$ cat src/rtl/core/vld_pkg.sv
// Shared types, constants and helper functions of the length decoder.
// No dependencies; used by every module of the block.
package vld_pkg;

   // Largest count of value bytes a long-form header may announce.
   localparam int MAX_VALUE_BYTES = 4;

   // Width of the byte counters; must hold MAX_VALUE_BYTES itself.
   localparam int CntW = $clog2(MAX_VALUE_BYTES + 1);
   // Width of the minimal byte count of a 32-bit value (0 to 4).
   localparam int NeedW = 3;
   localparam int CmpW = (CntW > NeedW) ? CntW : NeedW;

   localparam logic [6:0] MaxCount = 7'(MAX_VALUE_BYTES);

   localparam logic [1:0] ST_OK    = 2'd0;
   localparam logic [1:0] ST_SHORT = 2'd1;
   localparam logic [1:0] ST_BAD   = 2'd2;

   typedef struct packed {
      logic [7:0] data_byte;
      logic       source_end;
   } req_type;

   typedef struct packed {
      logic [31:0] decoded_value;
      logic [1:0]  status;
   } rsp_type;

   typedef struct packed {
      logic            collecting;
      logic [CntW-1:0] expected_count;
      logic [CntW-1:0] bytes_left;
      logic [31:0]     accumulator;
   } state_type;

   localparam state_type IdleState = '{
      collecting:     1'b0,
      expected_count: '0,
      bytes_left:     '0,
      accumulator:    '0
   };

   // Number of value bytes a minimal encoding of v uses.
   function automatic logic [NeedW-1:0] bytes_needed(input logic [31:0] v);
      logic [NeedW-1:0] n;
      if (v <= 32'd127) begin
         n = 3'd0;
      end else if (v <= 32'd255) begin
         n = 3'd1;
      end else if (v <= 32'd65535) begin
         n = 3'd2;
      end else if (v <= 32'd16777215) begin
         n = 3'd3;
      end else begin
         n = 3'd4;
      end
      return n;
   endfunction

endpackage

$ cat src/rtl/core/vld_decode.sv
// Decode state and the per-item decode step of the length decoder.
// Depends on vld_pkg.
module vld_decode (
   input  logic             clock,
   input  logic             reset,
   input  logic             step_en,
   input  vld_pkg::req_type item,
   output logic             result_valid,
   output vld_pkg::rsp_type result
);

   vld_pkg::state_type state_ff;
   vld_pkg::state_type state_in;

   logic [6:0]               count;
   logic [31:0]              acc_shift;
   logic [vld_pkg::CntW-1:0] left_dec;
   logic                     minimal;

   assign count     = item.data_byte[6:0];
   assign acc_shift = {state_ff.accumulator[23:0], item.data_byte};
   assign left_dec  = (state_ff.bytes_left != '0) ? state_ff.bytes_left - 1'b1
                                                  : state_ff.bytes_left;
   assign minimal   = vld_pkg::CmpW'(vld_pkg::bytes_needed(acc_shift)) ==
                      vld_pkg::CmpW'(state_ff.expected_count);

   always_comb begin
      state_in     = state_ff;
      result_valid = 1'b0;
      result       = '{decoded_value: '0, status: vld_pkg::ST_OK};
      if (item.source_end) begin
         state_in      = vld_pkg::IdleState;
         result_valid  = 1'b1;
         result.status = vld_pkg::ST_SHORT;
      end else if (!state_ff.collecting) begin
         if (!item.data_byte[7]) begin
            result_valid         = 1'b1;
            result.decoded_value = {24'd0, item.data_byte};
         end else if (count == 7'd0 || count > vld_pkg::MaxCount) begin
            result_valid  = 1'b1;
            result.status = vld_pkg::ST_BAD;
         end else begin
            state_in.collecting     = 1'b1;
            state_in.expected_count = count[vld_pkg::CntW-1:0];
            state_in.bytes_left     = count[vld_pkg::CntW-1:0];
            state_in.accumulator    = '0;
         end
      end else if (left_dec != '0) begin
         state_in.accumulator = acc_shift;
         state_in.bytes_left  = left_dec;
      end else begin
         // Last value byte: the field is complete, check minimality.
         state_in     = vld_pkg::IdleState;
         result_valid = 1'b1;
         if (minimal) begin
            result.decoded_value = acc_shift;
         end else begin
            result.status = vld_pkg::ST_BAD;
         end
      end
   end

   always_ff @(posedge clock) begin
      if (reset) begin
         state_ff <= vld_pkg::IdleState;
      end else if (step_en) begin
         state_ff <= state_in;
      end
   end

endmodule

$ cat src/rtl/core/vlength_decoder.sv
// Top level of the DER-style definite length decoder.
// Depends on vld_pkg and vld_decode.
//
// The block takes one source byte, or an end-of-source marker, per item and
// decodes a definite length field: a byte below 0x80 is the length itself,
// otherwise its low seven bits announce 1 to MAX_VALUE_BYTES big-endian value
// bytes. Each completed or failed field yields one result item with the value
// and a status (ok, insufficient bytes, bad or non-minimal length); value
// bytes in the middle of a field yield nothing. One item is taken every
// cycle unless the input side stalls; a result reaches the rsp_ side after
// its item was accepted: the input register holds the item, one decode pass
// computes the result and the result register captures it. The decode state
// is updated in that single pass, so consecutive bytes of one field follow
// each other without a gap. While a result waits under rsp_stall, items that
// produce no result still flow, and the input side stalls only when a new
// result would have nowhere to go.
module vlength_decoder (
   input  logic             clock,
   input  logic             reset,
   input  logic             req_valid,
   output logic             req_stall,
   input  vld_pkg::req_type req_data,
   output logic             rsp_valid,
   input  logic             rsp_stall,
   output vld_pkg::rsp_type rsp_data
);

   // Input register.
   logic             in_vld_ff;
   logic             in_vld_in;
   vld_pkg::req_type in_data_ff;

   // Result register.
   logic             out_vld_ff;
   logic             out_vld_in;
   vld_pkg::rsp_type out_data_ff;

   logic             res_vld;
   vld_pkg::rsp_type res_data;
   logic             out_free;
   logic             proc;

   vld_decode u_decode (
      .clock        (clock),
      .reset        (reset),
      .step_en      (proc),
      .item         (in_data_ff),
      .result_valid (res_vld),
      .result       (res_data)
   );

   // The result register can take a new result when empty or being drained.
   assign out_free  = !out_vld_ff || !rsp_stall;
   // The held item is decoded once its result, if any, has a place to go.
   assign proc      = in_vld_ff && (!res_vld || out_free);
   assign req_stall = in_vld_ff && !proc;

   assign rsp_valid = out_vld_ff;
   assign rsp_data  = out_data_ff;

   always_comb begin
      in_vld_in = in_vld_ff;
      if (!in_vld_ff || proc) begin
         in_vld_in = req_valid;
      end
   end

   always_comb begin
      out_vld_in = out_vld_ff;
      if (proc && res_vld) begin
         out_vld_in = 1'b1;
      end else if (out_vld_ff && !rsp_stall) begin
         out_vld_in = 1'b0;
      end
   end

   always_ff @(posedge clock) begin
      if (reset) begin
         in_vld_ff  <= 1'b0;
         out_vld_ff <= 1'b0;
      end else begin
         in_vld_ff  <= in_vld_in;
         out_vld_ff <= out_vld_in;
      end
   end

   always_ff @(posedge clock) begin
      if (req_valid && !req_stall) begin
         in_data_ff <= req_data;
      end
      if (proc && res_vld) begin
         out_data_ff <= res_data;
      end
   end

endmodule

$ cat config.mk
export PLATFORM = sky130hd
export DESIGN_NAME = vlength_decoder
export DESIGN_NICKNAME = d
export VERILOG_FILES = /design/src/rtl/core/vld_pkg.sv /design/src/rtl/core/vld_decode.sv /design/src/rtl/core/vlength_decoder.sv
export SDC_FILE = /design/constraint.sdc
export NUM_CORES = 1
export LEC_CHECK = 0
export ABC_AREA = 1
export BUFFER_PORTS_ARGS = -buffer_cell sky130_fd_sc_hd__buf_2
export CAP_MARGIN = 20
export CORE_MARGIN = 4
export CORE_UTILIZATION = 42
export DETAILED_ROUTE_END_ITERATION = 8
export GPL_ROUTABILITY_DRIVEN = 0
export MAX_ROUTING_LAYER = met4
export PLACE_DENSITY = 0.75
export SETUP_SLACK_MARGIN = 0.5
export SLEW_MARGIN = 20
export SYNTH_ARGS = -nofsm -noshare
export SYNTH_HDL_FRONTEND = slang
export SYNTH_SLANG_ARGS = --single-unit
export TNS_END_PERCENT = 100
$ cat constraint.sdc
create_clock -name clock -period 2.4 [get_ports clock]
set_input_delay 0.48 -clock clock [delete_from_list [all_inputs] [get_ports clock]]
set_output_delay 0.48 -clock clock [all_outputs]
set_load 0.01 [all_outputs]
==> run_results.csv <==
group,metric,value,unit
hold_path,min-delay-start,"reset",
timing,maxSlewViolCount,0,
yosys,synth-seq-area-share,0.563,
setup_path,cpPeakStageDelay,430,ps
setup_path,crit_required,2510,ps
timing,tightest_slew,378,ps
clock_tree,cts_hold_buf,0,
timing,finalCriticalPeriod,2140,ps
setup_path,r2r-start,"in_data_ff[2]",
setup_path,crit_buf_inv,6,
timing,hold_viol_final,0,
setup_path,r2r_cells,12,
global_route,grt_max_degree,55,
yosys,ys_top_cells_by_area,"edfxtp_1 37%, dfxtp_1 19%, nor2_1 10%",
yosys,synth_top_area_frac,0.372,
route,antenna_left,0,
floorplanning,core_region_area,7890,sq um
route,vias_per_cell,4.89,
route,drt-initial-drc-count,161,
timing,setup_viol,0,
final_layout,area_growth,29.6,%
yosys,syn_nets,425,
pwr,p_leak,1.95,nW
pwr,power_density,646,nW/um^2
yosys,synth-compound-area-share,0.0617,
timing,worst_slack,261,ps
setup_path,worstPathCellList,"nor2_2 > nor2_1 > nor2_4 > nand4_1 > nand2_2 > inv_2 > buf_4 > buf_6 > buf_6 > nand2_4 > clkinvlp_4 > buf_12",
setup_path,critPathTopFamily,"buffers and inverters",
timing,tns,0,ps
setup_path,arrival,2250,ps
yosys,postSynthCellCount,410,
pwr,ir_drop,0.310,mV
yosys,synthXorXnorAreaFrac,0.00252,
route,vias,2947,
yosys,yosys.area.top_type,"edfxtp_1",
run,maxCapViolations,0,
clock_tree,cts.clk_slew.worst_paths,80,ps
hold_path,hold_class,"in2reg",
global_route,overflow,0,
setup_path,critPathLaunchType,"flip-flop",
setup_path,path_max_fanout,18,
placement,portBuffers,48,
clock_tree,cts_buffers,9,
floorplanning,initial_core_util,0.440,
placement,post-dp-hpwl,4710,um
floorplanning,pin_count,49,
floorplanning,die_w,98.9,um
yosys,syn_area_per_cell,8.46,sq um
timing,fmax,468,MHz
clock_tree,cts_tree,"yes",
timing,clock_skew,5.71,ps
final_layout,antenna_cells,0,
setup_path,crit_type,"reg2reg",
floorplanning,dieArea,9780,sq um
timing,whs,287,ps
setup_path,cpMostUsedCell,"buf_6",
timing,rsz0062_at_grt,"yes",
setup_path,cp-startpoint,"in_data_ff[2]",
clock_tree,clk_latency,350,ps
timing,fin_crit_sh,0.891,
hold_path,min_path_cells,2,
setup_path,crit_cells,12,
clock_tree,cts.htree.levels,3,
route,wirelength,8430,um
global_route,antenna_found_initial,0,
yosys,synthSimpleGateAreaFrac,0.257,
clock_tree,clockBufferDepth,2,
clock_tree,ctsRootBufferMaster,"clkbuf_8",
global_route,grt_pass1_wl,11800,um
route,wire_per_inst,14.0,um
final_layout,final_util,0.570,
floorplanning,placementRows,32,
final_layout,fill_cells,658,
yosys,synthesis.area,3470,sq um
route,drc_errors,0,
yosys,ys_warn_count,0,
global_route,track_usage,0.155,
timing,slew_headroom,0.747,
clock_tree,clock-sinks,76,
setup_path,cp-end-kind,"flip-flop",
yosys,synthMuxAreaShare,0,
global_route,grt_pass1_vias,2684,
status,status,"finished clean",
setup_path,cp_slowest_cell,"edfxtp_1",
yosys,synth_cell_type_count,24,
placement,post-place-ws,342,ps
route,dr.pass1.iters,5,
pwr,power.total,2.91,mW
final_layout,drive_gt1_frac,0.335,
yosys,ys_ff_latch,76,
yosys,synthAdderAreaFrac,0.00721,
floorplanning,die_y,98.9,um
final_layout,nNetsFinal,511,
yosys,synth_top_family_by_area,"simple AND/OR/NAND/NOR gates",
cell families after synthesis:
| family | after synthesis |
|---|---|
| and+or+nand+nor | 201 |
| buffers and inverters | 88 |
| DFF | 76 |
| AOI/OAI and AO/OA | 42 |
| adders and majority gates | 2 |
| xor gates and xnor gates | 1 |
synth_stat cells, drive strengths merged:
master,count
nor2,103
inv,75
nand2,72
edfxtp,43
dfxtp,33
o21ai,30
nand3,23
a21oi,12
buf,7
clkbuf,5
nand4,3
ha,2
clkinv,1
xor2,1
worst paths after layout:
path / endpoint / slack [ps]
setup / recovery: rsp_data[11] / 260
hold / removal: in_vld_ff / 290
setup reg to reg: rsp_data[11] / 260
hold reg to reg: u_decode.state_ff[36] / 530
routing by layer:
| layer | vias up | track usage | routed length, um |
|---|---|---|---|
| met1 | 1357 | 0.171 | 3540 |
| met5 | - | - | 0 |
| met3 | 28 | 0.0389 | 430 |
| met2 | 114 | 0.254 | 4160 |
| met4 | 0 | 0.0861 | 303 |
| li1 | 1448 | - | - |
per-stage QoR:
step                      std cells  instance area, sq um
after global placement          552                  3840
after CTS                       582                  4160
after global routing            603                  4500
after detailed placement        552                  3840
final                           603                  4500
after floorplan                 410                  3520
power by group:
part           internal [mW]  switching, mW
sequential              1.45         0.0324
clock                  0.399          0.490
combinational          0.195          0.339
total                   2.04          0.861
final cells by class:
class | count | area, sq um | area share
Clock inverter | 6 | 40.0 | 0.00890
Inverter | 76 | 292 | 0.0648
Multi-Input combinational cell | 250 | 1350 | 0.300
Sequential cell | 76 | 1950 | 0.434
Clock buffer | 10 | 138 | 0.0306
Timing Repair Buffer | 83 | 596 | 0.132
Tap cell | 102 | 128 | 0.0284
sequential cells by signal, summed over array words and instances, names as in the netlist:
register and cells:
u_decode.acc_shift 24, in_vld_ff 1, in_data_ff 9, rsp_valid 1, u_decode.state_ff 7, rsp_data 34
timing repair:
item | 4_1_cts | 5_1_grt
endpoints found under the setup margin | 60 | 103
buffers inserted | 13 | 13
cloned | 1 | 8
pin swaps | 4 | 15
resized for setup | 11 | 37
cells in the final DEF, fill, tap and decap left out, drive strengths merged:
cell type    n
nor2       104
buf         81
inv         74
nand2       72
edfxtp      43
dfxtp       33
o21ai       30
nand3       26
a21oi       12
clkbuf      12
clkinvlp     4
clkinv       4
nand4        3
ha           2
xor2         1
Power figures use the tool's default switching activity.
